$ cat src/tsr_pkg.sv
// ----------------------------------------------------------------------------
// tsr_pkg
// Shared types and constants for the tar stream reader.
// ----------------------------------------------------------------------------
package tsr_pkg;

    localparam int BLOCK_BYTES   = 512;
    localparam int OFF_W         = $clog2(BLOCK_BYTES);
    localparam int SIZE_BITS_DEF = 36;
    localparam int FS_W          = 36;
    localparam int Q_DEPTH       = 2;

    localparam logic [OFF_W-1:0] NAME_END_OFF = OFF_W'(99);
    localparam logic [OFF_W-1:0] SIZE_OFF     = OFF_W'(124);
    localparam logic [OFF_W-1:0] SIZE_LEN     = OFF_W'(12);
    localparam logic [OFF_W-1:0] MAGIC_OFF    = OFF_W'(257);
    localparam logic [OFF_W-1:0] MAGIC_LEN    = OFF_W'(5);
    localparam logic [OFF_W-1:0] LAST_OFF     = OFF_W'(BLOCK_BYTES - 1);

    localparam logic [7:0] CH_NUL   = 8'h00;
    localparam logic [7:0] CH_SPACE = 8'h20;
    localparam logic [7:0] CH_0     = 8'h30;
    localparam logic [7:0] CH_7     = 8'h37;

    typedef enum logic [2:0] {
        K_PAD     = 3'd0,
        K_HDR     = 3'd1,
        K_HDR_OK  = 3'd2,
        K_DATA    = 3'd3,
        K_END     = 3'd4,
        K_ERR     = 3'd5,
        K_IGNORED = 3'd6
    } kind_t;

    // One classified item, front to back.
    typedef struct packed {
        kind_t             kind;
        logic [7:0]        data;
        logic              name_end;
        logic [FS_W-1:0]   size;
        logic              last;
    } rec_t;

    function automatic logic [7:0] magic_char(input logic [2:0] idx);
        logic [7:0] c;
        unique case (idx)
            3'd0:    c = 8'h75;  // u
            3'd1:    c = 8'h73;  // s
            3'd2:    c = 8'h74;  // t
            3'd3:    c = 8'h61;  // a
            3'd4:    c = 8'h72;  // r
            default: c = 8'h00;
        endcase
        return c;
    endfunction

endpackage

$ cat src/tsr_front.sv
// ----------------------------------------------------------------------------
// tsr_front
// Accepts archive bytes, tracks block position and phase, checks the header
// and parses the size field. Emits one classified record per byte.
// ----------------------------------------------------------------------------
module tsr_front
    import tsr_pkg::*;
#(
    parameter int SIZE_BITS = SIZE_BITS_DEF
)
(
    input  logic       clk,
    input  logic       rst_n,
    input  logic       in_valid,
    output logic       in_stall,
    input  logic [7:0] byte_in,
    input  logic       q_full,
    output logic       q_wr,
    output rec_t       q_rec
);

    typedef enum logic [1:0] {
        PH_HEADER,
        PH_DATA,
        PH_ENDED,
        PH_ERROR
    } phase_t;

    phase_t                 phase_reg, phase_next;
    logic [OFF_W-1:0]       block_off_reg, block_off_next;
    logic [OFF_W-1:0]       hdr_cnt_reg, hdr_cnt_next;
    logic [SIZE_BITS-1:0]   remain_reg, remain_next;
    logic [SIZE_BITS-1:0]   accum_reg, accum_next;
    logic                   size_ended_reg, size_ended_next;
    logic                   size_bad_reg, size_bad_next;
    logic                   magic_ok_reg, magic_ok_next;
    logic                   nonzero_reg, nonzero_next;

    logic                   take;
    logic                   nonzero_now;
    logic                   in_magic;
    logic                   in_size;
    logic [SIZE_BITS-1:0]   remain_dec;

    assign in_stall = q_full;
    assign take     = in_valid && !q_full;
    assign q_wr     = take;

    assign nonzero_now = nonzero_reg || (byte_in != CH_NUL);
    assign in_magic    = (hdr_cnt_reg >= MAGIC_OFF) && (hdr_cnt_reg < MAGIC_OFF + MAGIC_LEN);
    assign in_size     = (hdr_cnt_reg >= SIZE_OFF) && (hdr_cnt_reg < SIZE_OFF + SIZE_LEN);
    assign remain_dec  = remain_reg - SIZE_BITS'(1);

    always_comb
    begin
        phase_next      = phase_reg;
        block_off_next  = block_off_reg;
        hdr_cnt_next    = hdr_cnt_reg;
        remain_next     = remain_reg;
        accum_next      = accum_reg;
        size_ended_next = size_ended_reg;
        size_bad_next   = size_bad_reg;
        magic_ok_next   = magic_ok_reg;
        nonzero_next    = nonzero_reg;

        q_rec.kind     = K_IGNORED;
        q_rec.data     = byte_in;
        q_rec.name_end = 1'b0;
        q_rec.size     = FS_W'(accum_reg);
        q_rec.last     = 1'b0;

        unique case (phase_reg)
            PH_ENDED, PH_ERROR:
            begin
                q_rec.kind = K_IGNORED;
            end
            PH_DATA:
            begin
                block_off_next = block_off_reg + OFF_W'(1);
                remain_next    = remain_dec;
                q_rec.kind     = K_DATA;
                q_rec.last     = (remain_dec == '0);
                if (remain_dec == '0)
                begin
                    phase_next = PH_HEADER;
                end
            end
            PH_HEADER:
            begin
                block_off_next = block_off_reg + OFF_W'(1);
                if (hdr_cnt_reg == '0 && block_off_reg != '0)
                begin
                    q_rec.kind = K_PAD;
                end
                else
                begin
                    nonzero_next   = nonzero_now;
                    q_rec.name_end = (hdr_cnt_reg == NAME_END_OFF);
                    if (in_magic &&
                        byte_in != magic_char(3'(hdr_cnt_reg - MAGIC_OFF)))
                    begin
                        magic_ok_next = 1'b0;
                    end
                    if (in_size && !size_ended_reg)
                    begin
                        priority if (byte_in == CH_NUL || byte_in == CH_SPACE)
                        begin
                            size_ended_next = 1'b1;
                        end
                        else if (byte_in < CH_0 || byte_in > CH_7)
                        begin
                            size_bad_next = 1'b1;
                        end
                        else
                        begin
                            if (accum_reg[SIZE_BITS-1 -: 3] != 3'b000)
                            begin
                                size_bad_next = 1'b1;
                            end
                            accum_next = {accum_reg[SIZE_BITS-4:0], byte_in[2:0]};
                        end
                    end

                    if (hdr_cnt_reg != LAST_OFF)
                    begin
                        hdr_cnt_next = hdr_cnt_reg + OFF_W'(1);
                        q_rec.kind   = K_HDR;
                    end
                    else
                    begin
                        // header complete: verdict, then reset the header state
                        priority if (!magic_ok_reg)
                        begin
                            q_rec.kind = nonzero_now ? K_ERR : K_END;
                            phase_next = nonzero_now ? PH_ERROR : PH_ENDED;
                        end
                        else if (size_bad_reg)
                        begin
                            q_rec.kind = K_ERR;
                            phase_next = PH_ERROR;
                        end
                        else
                        begin
                            q_rec.kind  = K_HDR_OK;
                            remain_next = accum_reg;
                            phase_next  = (accum_reg != '0) ? PH_DATA : PH_HEADER;
                        end
                        hdr_cnt_next    = '0;
                        accum_next      = '0;
                        size_ended_next = 1'b0;
                        size_bad_next   = 1'b0;
                        magic_ok_next   = 1'b1;
                        nonzero_next    = 1'b0;
                    end
                end
            end
        endcase
    end

    always_ff @(posedge clk or negedge rst_n)
    begin
        if (!rst_n)
        begin
            phase_reg      <= PH_HEADER;
            block_off_reg  <= '0;
            hdr_cnt_reg    <= '0;
            remain_reg     <= '0;
            accum_reg      <= '0;
            size_ended_reg <= 1'b0;
            size_bad_reg   <= 1'b0;
            magic_ok_reg   <= 1'b1;
            nonzero_reg    <= 1'b0;
        end
        else if (take)
        begin
            phase_reg      <= phase_next;
            block_off_reg  <= block_off_next;
            hdr_cnt_reg    <= hdr_cnt_next;
            remain_reg     <= remain_next;
            accum_reg      <= accum_next;
            size_ended_reg <= size_ended_next;
            size_bad_reg   <= size_bad_next;
            magic_ok_reg   <= magic_ok_next;
            nonzero_reg    <= nonzero_next;
        end
    end

endmodule

$ cat src/tsr_queue.sv
// ----------------------------------------------------------------------------
// tsr_queue
// Short queue of classified records between front and back.
// ----------------------------------------------------------------------------
module tsr_queue
    import tsr_pkg::*;
(
    input  logic clk,
    input  logic rst_n,
    input  logic wr,
    input  rec_t wr_rec,
    output logic full,
    input  logic rd,
    output logic rd_valid,
    output rec_t rd_rec
);

    localparam int AW = (Q_DEPTH > 1) ? $clog2(Q_DEPTH) : 1;
    localparam int CW = $clog2(Q_DEPTH + 1);

    rec_t            mem_reg [Q_DEPTH];
    logic [AW-1:0]   wr_ptr_reg, wr_ptr_next;
    logic [AW-1:0]   rd_ptr_reg, rd_ptr_next;
    logic [CW-1:0]   count_reg, count_next;
    logic            do_wr;
    logic            do_rd;

    assign full     = (count_reg == CW'(Q_DEPTH));
    assign rd_valid = (count_reg != '0);
    assign rd_rec   = mem_reg[rd_ptr_reg];
    assign do_wr    = wr && !full;
    assign do_rd    = rd && rd_valid;

    always_comb
    begin
        wr_ptr_next = wr_ptr_reg;
        rd_ptr_next = rd_ptr_reg;
        count_next  = count_reg;
        if (do_wr)
        begin
            wr_ptr_next = (wr_ptr_reg == AW'(Q_DEPTH - 1)) ? '0 : wr_ptr_reg + AW'(1);
        end
        if (do_rd)
        begin
            rd_ptr_next = (rd_ptr_reg == AW'(Q_DEPTH - 1)) ? '0 : rd_ptr_reg + AW'(1);
        end
        unique case ({do_wr, do_rd})
            2'b10:   count_next = count_reg + CW'(1);
            2'b01:   count_next = count_reg - CW'(1);
            default: count_next = count_reg;
        endcase
    end

    always_ff @(posedge clk or negedge rst_n)
    begin
        if (!rst_n)
        begin
            wr_ptr_reg <= '0;
            rd_ptr_reg <= '0;
            count_reg  <= '0;
        end
        else
        begin
            wr_ptr_reg <= wr_ptr_next;
            rd_ptr_reg <= rd_ptr_next;
            count_reg  <= count_next;
        end
    end

    always_ff @(posedge clk)
    begin
        if (do_wr)
        begin
            mem_reg[wr_ptr_reg] <= wr_rec;
        end
    end

endmodule

$ cat src/tsr_back.sv
// ----------------------------------------------------------------------------
// tsr_back
// Turns queued records into result items and holds them in the output
// register until taken.
// ----------------------------------------------------------------------------
module tsr_back
    import tsr_pkg::*;
(
    input  logic            clk,
    input  logic            rst_n,
    input  logic            q_valid,
    input  rec_t            q_rec,
    output logic            q_rd,
    output logic            out_valid,
    input  logic            out_stall,
    output logic [2:0]      kind,
    output logic [7:0]      byte_out,
    output logic [FS_W-1:0] file_size,
    output logic            last_of_file
);

    logic            valid_reg;
    kind_t           kind_reg;
    logic [7:0]      byte_reg;
    logic [FS_W-1:0] size_reg;
    logic            last_reg;
    logic            load;
    logic            pass_byte;

    assign load = q_valid && (!valid_reg || !out_stall);
    assign q_rd = load;

    // only header and data bytes carry a byte; the name terminator reads zero
    assign pass_byte = (q_rec.kind == K_HDR || q_rec.kind == K_HDR_OK ||
                        q_rec.kind == K_DATA) && !q_rec.name_end;

    always_ff @(posedge clk or negedge rst_n)
    begin
        if (!rst_n)
        begin
            valid_reg <= 1'b0;
        end
        else if (load)
        begin
            valid_reg <= 1'b1;
        end
        else if (!out_stall)
        begin
            valid_reg <= 1'b0;
        end
    end

    always_ff @(posedge clk)
    begin
        if (load)
        begin
            kind_reg <= q_rec.kind;
            byte_reg <= pass_byte ? q_rec.data : 8'h00;
            size_reg <= (q_rec.kind == K_HDR_OK) ? q_rec.size : '0;
            last_reg <= (q_rec.kind == K_DATA) && q_rec.last;
        end
    end

    assign out_valid    = valid_reg;
    assign kind         = kind_reg;
    assign byte_out     = byte_reg;
    assign file_size    = size_reg;
    assign last_of_file = last_reg;

endmodule

$ cat src/tar_stream_reader_top.sv
// ----------------------------------------------------------------------------
// tar_stream_reader_top
// Byte-serial ustar archive reader: padding skip, header check, data pass.
// ----------------------------------------------------------------------------
// Takes one archive byte per cycle and returns exactly one result item per
// byte. The front end classifies each byte in the cycle it is accepted and
// writes a record into a two-entry queue; the back end formats it into the
// output register, which drives the result onto the outputs. in_stall rises
// only when the queue is full, which happens only while out_stall holds
// results back; with out_stall low the block sustains one byte per clock.
// The size field is SIZE_BITS wide internally and file_size shows its low
// 36 bits. End of archive and errors are sticky until reset; after them
// every byte returns an ignored item.
// ----------------------------------------------------------------------------
module tar_stream_reader_top
    import tsr_pkg::*;
#(
    parameter int SIZE_BITS = SIZE_BITS_DEF
)
(
    input  logic            clk,
    input  logic            rst_n,
    input  logic            in_valid,
    output logic            in_stall,
    input  logic [7:0]      byte_in,
    output logic            out_valid,
    input  logic            out_stall,
    output logic [2:0]      kind,
    output logic [7:0]      byte_out,
    output logic [FS_W-1:0] file_size,
    output logic            last_of_file
);

    logic q_full;
    logic q_wr;
    rec_t q_wr_rec;
    logic q_rd;
    logic q_valid;
    rec_t q_rd_rec;

    tsr_front #(
        .SIZE_BITS (SIZE_BITS)
    ) u_front (
        .clk      (clk),
        .rst_n    (rst_n),
        .in_valid (in_valid),
        .in_stall (in_stall),
        .byte_in  (byte_in),
        .q_full   (q_full),
        .q_wr     (q_wr),
        .q_rec    (q_wr_rec)
    );

    tsr_queue u_queue (
        .clk      (clk),
        .rst_n    (rst_n),
        .wr       (q_wr),
        .wr_rec   (q_wr_rec),
        .full     (q_full),
        .rd       (q_rd),
        .rd_valid (q_valid),
        .rd_rec   (q_rd_rec)
    );

    tsr_back u_back (
        .clk          (clk),
        .rst_n        (rst_n),
        .q_valid      (q_valid),
        .q_rec        (q_rd_rec),
        .q_rd         (q_rd),
        .out_valid    (out_valid),
        .out_stall    (out_stall),
        .kind         (kind),
        .byte_out     (byte_out),
        .file_size    (file_size),
        .last_of_file (last_of_file)
    );

endmodule

$ cat config.mk
export PLATFORM = sky130hd
export DESIGN_NAME = tar_stream_reader_top
export DESIGN_NICKNAME = d
export VERILOG_FILES = /design/src/tsr_pkg.sv /design/src/tsr_front.sv /design/src/tsr_queue.sv /design/src/tsr_back.sv /design/src/tar_stream_reader_top.sv
export SDC_FILE = /design/constraint.sdc
export NUM_CORES = 1
export LEC_CHECK = 0
export BUFFER_PORTS_ARGS = -buffer_cell sky130_fd_sc_hd__buf_2
export CAP_MARGIN = 5
export CORE_AREA = 5 5 127 190
export CTS_CLUSTER_DIAMETER = 60
export DETAILED_ROUTE_END_ITERATION = 10
export DIE_AREA = 0 0 132 195
export PLACE_DENSITY = 0.67
export SLEW_MARGIN = 20
export SYNTH_ARGS = -nofsm -noshare
export SYNTH_HDL_FRONTEND = slang
export SYNTH_SLANG_ARGS = --single-unit
$ cat constraint.sdc
create_clock -name clk -period 10.3 [get_ports clk]
set_input_delay 2.06 -clock clk [delete_from_list [all_inputs] [get_ports clk]]
set_output_delay 2.06 -clock clk [all_outputs]
set_load 0.05 [all_outputs]
# Word level (Yosys, flattened, before mapping)
# Memory sizes are Yosys's and may differ from the RTL's.
# Cells that the tools add are included.
[totals] latch_bits=0 mem_bits_rw=98 reg_bits=149 rom_bits=0 word_cells=154 output_inout_bits=50 n_memories=1
[classes] bitwise=1 shift=0 eq_ne=29 div=0 reduce_logical=44 add_sub_neg=8 muxes=48 multipliers=0 magnitude_cmp=6
[mem_list] memory="u_queue.mem_reg" words=2 width=49 read_ports=1 rd_ports_with_merged_regs=0 wr=1 line_no="tsr_queue.sv:21" rtl="rec_t mem_reg [Q_DEPTH];"
[ops] op="36-bit two-way mux" count=8
[ops] op="36-bit case mux with 2 select lines" count=1
[ops] op="36-bit logical NOT" count=1
[ops] op="36-bit nonzero test" count=1
[ops] op="36-bit by 1-bit subtractor with 36-bit output, second input constant" count=1
[ops] op="7-bit case mux with 5 select lines" count=1
[ops] op="1-bit two-way mux" count=23
[ops] op="9-bit by 1-bit adder with 9-bit output, second input constant" count=2
[ops] op="6-bit AND reduction" count=3
[ops] op="8-bit two-way mux" count=2
[ops] op="3-bit by 2-bit == test with 1-bit output, second input constant" count=4
[ops] op="3-bit two-way mux" count=4
[ops] op="2-bit by 1-bit != test with 1-bit output, second input constant" count=6
[ops] op="1-bit logical AND" count=11
[ops] op="2-bit two-way mux" count=5
[ops] op="2-bit != test, second input constant" count=5
[ops] op="5-bit AND reduction" count=2
[ops] op="9-bit by 7-bit == test with 1-bit output, second input constant" count=1
[ops] op="9-bit by 7-bit greater-or-equal comparator with 1-bit output, second input constant" count=1
[ops] op="9-bit greater-or-equal comparator, second input constant" count=1
[ops] op="9-bit logical NOT" count=1
[ops] op="9-bit by 8-bit < comparator with 1-bit output, second input constant" count=1
[ops] op="9-bit < comparator, second input constant" count=1
[ops] op="9-bit two-way mux" count=1
[ops] op="other kinds (30)" count=49

# Longest topological paths before layout
# Gate-level depths: netlist of run 1.
[depth] word_depth=9 depth_mapped=10 mapped_depth_nobuf=9

# Modules after synthesis
# A second synthesis of run 1 with hierarchy kept.
[hier_totals] hier_cells=938 area_unflattened_um2=11611.1
[modules_own_cells] mod="tsr_front" cells_per_inst=664 area_each_um2=5968.2 n_inst=1
[modules_own_cells] mod="tsr_queue" cells_per_inst=171 area_each_um2=3754.9 n_inst=1
[modules_own_cells] mod="tsr_back" cells_per_inst=103 area_each_um2=1888.1 n_inst=1

# Least setup slack after synthesis of run 1
# No wires, ideal clock.
[synth_timing] path_kind="in2reg" from="in out_stall" to="reg u_queue.count_reg[1]" path_slack_ps=4841 arrival_ps=5380 path_stages=4 n_path_buf=0 cell_sequence="a21oi_1 ha_1 nor2_1 xor2_1"
[synth_via] elab_chain_cells=6
[synth_lines] element="start: declaration" line_no="tar_stream_reader_top.sv:27" rtl="input logic out_stall,"
[synth_lines] element="1-bit logical NOT (*)" line_no="tsr_back.sv:30" rtl="assign load = q_valid && (!valid_reg || !out_stall);"
[synth_lines] element="1-bit logical OR (*)" line_no="tsr_back.sv:30"
[synth_lines] element="1-bit logical AND (*)" line_no="tsr_back.sv:30"
[synth_lines] element="1-bit logical AND (*)" line_no="tsr_queue.sv:32" rtl="assign do_rd = rd && rd_valid;"
[synth_lines] element="2-bit by 1-bit == test with 1-bit output or 2-bit == test (tied branches)" line_no="tsr_queue.sv:47" rtl="unique case ({do_wr, do_rd})"
[synth_lines] element="2-bit case mux with 2 select lines or 2-bit nonzero test (tied branches)"
[synth_lines] element="end signal: assignment" line_no="tsr_queue.sv:66" rtl="count_reg <= count_next;"
[synth_lines] element="end: declaration" line_no="tsr_queue.sv:24" rtl="logic [CW-1:0] count_reg, count_next;"
# Mark *: on every way between the ends. The rest lies on a longest branch, timed or not.
# A chain may end at the register's enable or synchronous reset.

# Final worst setup path of run 1
[layout_timing] from="in in_valid" to="reg u_front.accum_reg[3]"
[layout_via] elab_chain_cells=2
[layout_lines] element="start: declaration" line_no="tar_stream_reader_top.sv:23" rtl="input logic in_valid,"
[layout_lines] element="1-bit logical AND" line_no="tsr_front.sv:46" rtl="assign take = in_valid && !q_full;"
[layout_lines] element="6-bit AND reduction (no line)"
[layout_lines] element="end signal: assignment" line_no="tsr_front.sv:180" rtl="accum_reg <= accum_next;"
[layout_lines] element="end: declaration" line_no="tsr_front.sv:33" rtl="logic [SIZE_BITS-1:0] accum_reg, accum_next;"
# Every way passes these cells.

==> impl_results.md, run 1 <==
- Status: completed
- Clock sinks: 247
- Max-Cap Viols: 0
- Initial Util: 49.4%
- Hpwl dp: 15,300 um
- Yosys cell types: 68
- CP cell instances: buf_2 > and2_0 > o211ai_1 > buf_4 > nor4_2 > and3_1 > buf_4 > a22o_1
- Main synth FF type: edfxtp_1
- Die Span Y: 195 um
- Slowest cell on crit path: nor4_2
- Area Overhead vs Synth: 12.8%
- Post-synth EDFFs: 146
- Register bit total from synthesis: 247
- P per Cell Area: 308 nW/um^2
- Pin count of the biggest net entering global routing: 66
- Gp weighted congestion: 0.880
- Util after Layout: 55.8%
- Startpoint type of the worst setup path: input port
- First-pass GRT wire length: 37,600 um
- Die Footprint: 25,700 um^2
- Grt total ovfl: 0
- Fill count: 1,799
- Leakage: 4.94 nW
- Least-Margin Pin Slew: 1.06 ns
- Vias in the first global route: 7,026
- Critical path type: in -> reg
- HP Class: reg -> reg
- Crit path max-delay family: simple AND/OR/NAND/NOR gates
- Fmax: 286 MHz
- Fin crit share: 34.0%
- DRT iter0 DRCs: 453
- Row cnt: 67
- Worst EP arrival: 3.93 ns
- Warnings from Yosys: 0
- Max Root-Sink Buffers: 3
- Asr flop ratio synth: 40.9%
- Hold buffers post-CTS: 0
- Final WL: 22,700 um
- Peak supply drop: 0.000121 V
- Mapped Avg Cell Area: 12.1 um^2
- Fin crit period: 3.50 ns
- Nets: 983
- CP bufs+invs: 3
- Synth Instances: 909
- WP data required: 10.73 ns
- Clock-pin slew on the worst setup and hold paths: 0.06 ns
- DR WL/cell: 18.2 um
- Hold Fails Final Rpt: 0
- Root Driver: clkbuf_16
- Total number of vias: 7,284
- RSZ-0062 raised after global routing: no
- Seq/Total Area, Yosys: 63.0%
- Antenna Nets Post-Route: 0
- Cts repair resizes: 0
- Die W: 132 um
- Final Setup Violations: 0
- CTS Buf Count: 23
- Worst skew pair latency: 0.51 ns
- CP most frequent cell: buf_4
- Post-CTS Setup Bufs: 0
- CP Capture Type: register
- CTS tree: yes
- Max reg flops: 98
- Largest stage delay, worst path: 0.39 ns
- DR pass1 iterations: 5
- CP Max Fanout: 36
- DR vias/cell: 5.83
- H-tree levels: 1
- Total Neg Setup Slack: 0 ns
- Global-route usage over all layers: 17.5%
- Core area: 22,200 um^2
- Num ports: 62
- Ratio of cells with drive above 1 in the final layout: 13.9%
- Slew Limit Headroom: 29.1%
- Syn Std Cell Area: 11,000 um^2
- Syn_nets: 935
- Setup Skew: 0.0142 ns
- Fin. max-slew vios: 0
- DRC Markers: 0
- Ant. Diodes: 0
- Initial antenna violation count: 0
- IO Port Bufs: 61
## synthesized netlist by cell type, drive strengths merged, types with 5 or more instances
library cell  count  area share (%)
a21oi            46             2.1
a22o             39             3.1
a22oi             9            0.62
a31oi             6            0.34
and3             10            0.57
buf              11            0.62
clkbuf           40             1.4
dfrtp           100              23
edfxtp          146              40
ha               14             1.6
inv              22            0.75
mux2i            52             4.7
nand2            51             1.7
nand2b            7            0.40
nand3            18            0.82
nand4             8            0.46
nor2            107             3.7
nor2b             5            0.28
nor3             22             1.0
nor4             31             2.2
o211ai            5            0.34
o21ai            51             2.3
o22a              5            0.40
o22ai             6            0.34
o32ai             8            0.64
or2               7            0.40
or3               7            0.40
or4               8            0.62
xnor2            15             1.2
xor2              5            0.40
## placed cells by master, fill, tap and decap left out, types with 6 or more instances in the layout
master     count
nand4_1        8
bufinv_16      6
a22o_1        39
nand2_1       51
nand3_1       18
edfxtp_1     146
a21oi_1       45
buf_4         14
buf_2         60
xnor2_1       15
or3_1          7
a31oi_1        6
ha_1          14
mux2i_1       52
nor4_1        25
or4_1          6
inv_1         22
a22oi_1        8
nor2_1       104
dfrtp_1       99
clkbuf_16     23
and3_1        10
o32ai_1        8
o21ai_0       48
nand2b_1       7
o22ai_1        6
nor3_1        22
## through the flow
stage | area [um^2] | setup WS [ns] | hold slack [ns] | std cells | total power, W
4_1_cts | 12400 | 6.79 | 0.485 | 1249 | 0.00385
3_5_place_dp | 11600 | 6.33 | 0.472 | 1208 | 0.00290
3_3_place_gp | 11600 | 6.36 | 0.452 | 1208 | 0.00288
2_1_floorplan | 11000 | 4.84 | 0.438 | 909 | 0.00260
6_report | 12400 | 6.80 | 0.476 | 1249 | 0.00382
5_1_grt | 12400 | 6.51 | 0.506 | 1249 | 0.00404
## layer usage
layer	routed length, um	vias to the layer above	global-route usage (%)
li1	-	3522	-
met4	740	0	6.25
met3	977	44	2.19
met2	11300	175	29.1
met1	9720	3543	23.7
met5	0	-	0
## worst reg2reg max path: stages, from the launching register on
cell	delay, ns
dfrtp_1	0.45
inv_1	0.11
ha_1	0.32
nor3b_1	0.55
nand2_1	0.40
or2_1	0.38
xnor2_1	0.17
nor4b_1	0.65
and3_1	0.31
## cells by family (layout without fill, tap and decap cells)
group / after synthesis / in the layout / share of synthesized area (%)
simple gates: 293 / 293 / 13.5
flops: 247 / 247 / 63.0
compound gates: 209 / 209 / 12.8
buf+inv: 73 / 137 / 2.73
mux: 53 / 53 / 4.84
xor+xnor: 20 / 20 / 1.60
fa+ha+maj: 14 / 14 / 1.60
## worst paths after layout
path / start / endpoint / slack [ns] / cells after the start
worst max-delay path: in_valid / u_front.accum_reg[3]$_DFFE_PN0P_ / 6.80 / 8
worst min register to register: u_front.block_off_reg[8]$_DFFE_PN0P_ / u_front.block_off_reg[8]$_DFFE_PN0P_ / 0.48 / 1
min in group asynchronous: rst_n / u_front.block_off_reg[5]$_DFFE_PN0P_ / 1.53 / 1
worst min-delay path: u_front.block_off_reg[8]$_DFFE_PN0P_ / u_front.block_off_reg[8]$_DFFE_PN0P_ / 0.48 / 1
worst max register to register: u_front.remain_reg[0]$_DFFE_PN0P_ / u_queue.mem_reg[1][0]$_DFFE_PP_ / 6.81 / 8
max in group asynchronous: rst_n / u_queue.rd_ptr_reg$_DFFE_PN0P_ / 7.53 / 2
## layout make-up
cell class              count  area (um^2)  share of cell area, %
well taps                 276          345                   2.79
multi-input cells         589         3800                   30.7
flip-flops and latches    247         6910                   55.8
repair buffers             74          405                   3.27
clock inverters            11          211                   1.71
inverters                  22         82.6                  0.667
clock buffers              30          622                   5.02
## power by group
group	internal, W	switching (W)
Sequential	0.00136	0.000181
Combinational	0.000422	0.000921
Clock	0.000578	0.000358
Total	0.00236	0.00146
Note: power is estimated with default switching activity, not from simulation.
==> run 2, diff against run 1 <==
Settings changed: PLACE_DENSITY 0.67 to 0.69.
Clock period 10.3 ns to 3 ns, I/O delays scaled along.
==> impl_results.md, run 2 (same netlist as run 1, synthesis figures left out) <==
- Pin count of the biggest net entering global routing: 64
- Worst skew pair latency: 0.52 ns
- Setup ws final: 0.122 ns
- Root Driver: clkbuf_16
- Hpwl dp: 15,200 um
- Fmax: 347 MHz
- Pre-CTS setup slack: 0.153 ns
- Clock-pin slew on the worst setup and hold paths: 0.07 ns
- RSZ-0062 raised after global routing: no
- Fill count: 1,765
- Status: completed
- Num ports: 62
- Multi-input logic area: 3830 um^2
- Gp weighted congestion: 0.884
- Most common cell after layout, fill and taps aside: edfxtp_1
- Global-route usage over all layers: 17.7%
- First-pass GRT wire length: 38,100 um
- Fin crit share: 95.9%
- Total number of vias: 7,348
- Setup crit start: u_front.remain_reg[11]$_DFFE_PN0P_
- Antenna Nets Post-Route: 0
- Max reg flops: 98
- Row cnt: 67
- Met1 Routed Length: 9840 um
- Max Root-Sink Buffers: 3
- Ant. Diodes: 0
- DR pass1 iterations: 7
- Hold buffers post-CTS: 0
- Final WL: 22,900 um
- Reg2reg start: u_front.remain_reg[11]$_DFFE_PN0P_
- Vias in the first global route: 7,253
- CP Max Fanout: 9
- HP Class: in -> async
- Util after Layout: 56.6%
- Worst EP arrival: 3.25 ns
- Startpoint type of the worst setup path: register
- WP data required: 3.37 ns
- H-tree levels: 1
- IO Port Bufs: 61
- Max-Cap Viols: 0
- Leakage: 5.03 nW
- Hold Fails Final Rpt: 0
- CTS tree: yes
- Nets: 997
- Core area: 22,200 um^2
- Die W: 132 um
- DRC Markers: 0
- DR WL/cell: 18.1 um
- Area Overhead vs Synth: 14.6%
- Least-Margin Pin Slew: 0.805 ns
- Non-filler cells, final: 1,264
- Initial antenna violation count: 0
- Grt total ovfl: 0
- CTS Buf Count: 23
- Peak supply drop: 0.000440 V
- Commonest cells after routing, fill and taps aside: edfxtp_1 (146), nor2_1 (104), dfrtp_1 (99), buf_2 (60), mux2i_1 (52)
- Setup Skew: 0.0162 ns
- Post-Place Cells: 1,222
- Clock sinks: 247
- Highest routed layer: met4
- Min Hold Slack: 0.0753 ns
- Slew Limit Headroom: 46.3%
- Ratio of cells with drive above 1 in the final layout: 15.7%
- Final Setup Violations: 0
- Area occupied by registers: 6910 um^2
- Critical path type: reg -> reg
- Initial Util: 49.4%
- DR vias/cell: 5.81
- Fin. max-slew vios: 0
- DRT iter0 DRCs: 441
- CP Capture Type: register
- P per Cell Area: 1050 nW/um^2
- Die Footprint: 25,700 um^2
- Met3 WL: 1040 um
- Met2 Routed Length: 11,200 um
- Fin crit period: 2.88 ns
- Die Span Y: 195 um
-- run 2: worst max-delay path, cell delays in order (launching register included) --
cell and delay (ns):
dfrtp_1 0.44, or4_4 0.61, or4_4 0.63, nor4_2 0.39
o22ai_1 0.16, nor4_2 0.31, and3_1 0.22
-- run 2: worst paths after layout --
| kind | end | slack (ns) | cells past startpoint |
|---|---|---|---|
| max | u_queue.mem_reg[0][0]$_DFFE_PP_ | 0.12 | 6 |
| min | u_back.out_valid$_DFFE_PN0P_ | 0.08 | 1 |
| max reg2reg | u_queue.mem_reg[0][0]$_DFFE_PP_ | 0.12 | 6 |
| min reg2reg | u_front.block_off_reg[8]$_DFFE_PN0P_ | 0.47 | 1 |
| max in group asynchronous | u_front.remain_reg[31]$_DFFE_PN0P_ | 2.20 | 2 |
| min in group clk | u_queue.mem_reg[0][45]$_DFFE_PP_ | 0.33 | 1 |
-- run 2: power by group --
part	total (W)	internal, W	switching [W]
Sequential	0.00520	0.00465	0.000553
Combinational	0.00494	0.00162	0.00332
Clock	0.00305	0.00178	0.00127
Total	0.0132	0.00804	0.00514
-- run 2: final cells by class --
| cell class | instances | share of cell area (%) |
|---|---|---|
| Sequential cell | 247 | 55.0 |
| Tap cell | 276 | 2.75 |
| Inverter | 22 | 0.657 |
| Multi-Input combinational cell | 589 | 30.4 |
| Clock buffer | 27 | 5.28 |
| Clock inverter | 15 | 1.17 |
| Timing Repair Buffer | 88 | 4.75 |
-- run 2: repair_timing --
action / in CTS / in global routing
setup buffers: 0 / 0
resized for setup: 0 / 4
setup endpoints to repair: 0 / 37
-- run 2: metrics by stage --
stage / area [um^2] / total power, W / TNS [ns]
after floorplan: 11000 / 0.00892 / -45.08
after global placement: 11700 / 0.0101 / 0
after detailed placement: 11700 / 0.0102 / 0
after CTS: 12600 / 0.0133 / 0
after global routing: 12600 / 0.0139 / 0
final: 12600 / 0.0132 / 0
-- run 2: layer usage --
layer,vias up,GRT usage [%]
met2,187,30.0
met5,-,0
met4,0,7.24
met3,64,2.29
met1,3544,23.1
li1,3553,-
==> run 3, diff against run 2 <==
Settings changed: CORE_AREA 5 5 127 190 to 5 5 132 184, DIE_AREA 0 0 132 195 to 0 0 137 189.
==> impl_results.md, run 3 (same netlist as run 1, synthesis figures left out) <==
- R2R setup slack: 0.06 ns
- Sw Pwr: 0.00510 W
- Nets: 999
- Met2 Routed Length: 11,400 um
- Startpoint type of the worst setup path: register
- Register-to-Register Path Depth: 6
- Peak supply drop: 0.000550 V
- Int Pwr: 0.00827 W
- Setup ws final: 0.0623 ns
- Final WL: 22,800 um
- Critical path type: reg -> reg
- H-tree levels: 1
- Worst skew pair latency: 0.51 ns
- Highest routed layer: met4
- Fin crit period: 2.94 ns
- Reg2reg start: u_front.remain_reg[10]$_DFFE_PN0P_
- CTS Buf Count: 24
- Core area: 22,400 um^2
- Num ports: 62
- Multi-input logic area: 3810 um^2
- Fill count: 1,815
- Ant. Diodes: 0
- Clock sinks: 247
- CP Capture Type: register
- Status: completed
- Vias in the first global route: 7,310
- Initial Util: 49.1%
- HP Class: in -> async
- Least-Margin Pin Slew: 0.695 ns
- Fin crit share: 97.9%
- Antenna Nets Post-Route: 0
- Total number of vias: 7,423
- CTS tree: yes
- Met3 WL: 889 um
- Slew Limit Headroom: 53.7%
- Die Footprint: 25,900 um^2
- First-pass GRT wire length: 37,500 um
- WP data required: 3.38 ns
- IO Port Bufs: 61
- DRC Markers: 0
- Die W: 137 um
- Most common cell after layout, fill and taps aside: edfxtp_1
- Fmax: 340 MHz
- Flop pwr share: 39.1%
- Final Setup Violations: 0
- Reg-to-Reg End: u_queue.mem_reg[0][0]$_DFFE_PP_
- Area occupied by registers: 6910 um^2
- DR vias/cell: 5.75
- Row cnt: 65
- RSZ-0062 raised after global routing: no
- Global-route usage over all layers: 17.8%
- Ratio of cells with drive above 1 in the final layout: 15.5%
- Root Driver: clkbuf_16
- Max Root-Sink Buffers: 3
- Hold Fails Final Rpt: 0
- Leakage: 5.06 nW
- Logic gate share of total power: 36.7%
- Met1 Routed Length: 9780 um
- Commonest cells after routing, fill and taps aside: edfxtp_1 (146), nor2_1 (104), dfrtp_1 (99), buf_2 (60), mux2i_1 (52)
- Max-Cap Viols: 0
- Setup Skew: 0.0195 ns
- Clock-pin slew on the worst setup and hold paths: 0.07 ns
- Pin count of the biggest net entering global routing: 102
- Hpwl dp: 15,100 um
- Sw Ratio: 38.1%
- Initial antenna violation count: 0
- Gp weighted congestion: 0.904
- Grt total ovfl: 0
- DR WL/cell: 17.7 um
- DRT iter0 DRCs: 526
- CP Max Fanout: 7
- DR pass1 iterations: 4
- P per Cell Area: 1060 nW/um^2
- Min Hold Slack: 0.137 ns
- Worst EP arrival: 3.32 ns
- Die Span Y: 189 um
- Pre-CTS setup slack: 0.138 ns
- Fin. max-slew vios: 0
- Max reg flops: 98
- Area Overhead vs Synth: 15.3%
- Clock Power Share: 24.2%
run 3: changes by cell type in the layout (fill, tap and decap cells not counted), moves of 2 or more:
| cell | delta |
|---|---|
| clkinv_2 | -2 |
| bufinv_16 | +3 |
| nor4_2 | +2 |
| clkinv_1 | -2 |
| clkbuf_1 | +5 |
run 3: how the worst max path moves through the flow:
stage / from / end / slack, ns
finish: u_front.remain_reg[10]$_DFFE_PN0P_ / u_queue.mem_reg[0][0]$_DFFE_PP_ / 0.06
global route: u_front.remain_reg[10]$_DFFE_PN0P_ / u_queue.mem_reg[1][0]$_DFFE_PP_ / 0.01
CTS: u_front.remain_reg[10]$_DFFE_PN0P_ / u_queue.mem_reg[1][0]$_DFFE_PP_ / 0.14
detailed placement: u_front.remain_reg[10]$_DFFE_PN0P_ / u_queue.mem_reg[0][0]$_DFFE_PP_ / 0.14
global placement: u_front.remain_reg[10]$_DFFE_PN0P_ / u_queue.mem_reg[1][0]$_DFFE_PP_ / 0.21
floorplan: in_valid / u_queue.mem_reg[0][0]$_DFFE_PP_ / -0.46
run 3: critical path: stages (launching register included):
cell     delay (ns)
dfrtp_1        0.43
or4_4          0.58
or4_1          0.66
or2_1          0.31
xnor2_1        0.14
nor4b_1        0.44
and3_1         0.25
run 3: cell type report:
class	instances	area share, %
Inverter	22	0.652
Clock inverter	12	1.54
Multi-Input combinational cell	589	30.1
Tap cell	301	2.98
Clock buffer	32	5.31
Sequential cell	247	54.6
Timing Repair Buffer	89	4.78
run 3: metal layers:
layer  up-vias  global-route usage, %
met5         -                      0
met4         0                   6.49
met3        47                   1.81
met2       179                   30.0
met1      3652                   23.9
li1       3545                      -
run 3: timing repair:
item	CTS	global route
buffers inserted	0	0
endpoints found under the setup margin	0	2
resized for setup	0	1
hold buffers	0	0
run 3: power groups by stage:
stage          clock [W]  combinational, W  sequential (W)
2_1_floorplan          0           0.00288         0.00604
3_3_place_gp           0           0.00486         0.00524
3_5_place_dp           0           0.00492         0.00528
4_1_cts          0.00331           0.00494         0.00522
5_1_grt          0.00347           0.00534         0.00533
6_report         0.00324           0.00491         0.00522
run 3: per-stage QoR:
stage	setup TNS [ns]	total power, W	instances	area (um^2)	utilization (%)
CTS	0	0.0135	1292	12700	56.6
floorplan	-45.08	0.00892	909	11000	-
detailed placement	0	0.0102	1248	11800	52.7
global placement	0	0.0101	1248	11800	52.7
finish	0	0.0134	1292	12700	56.6
global route	0	0.0141	1292	12700	56.6
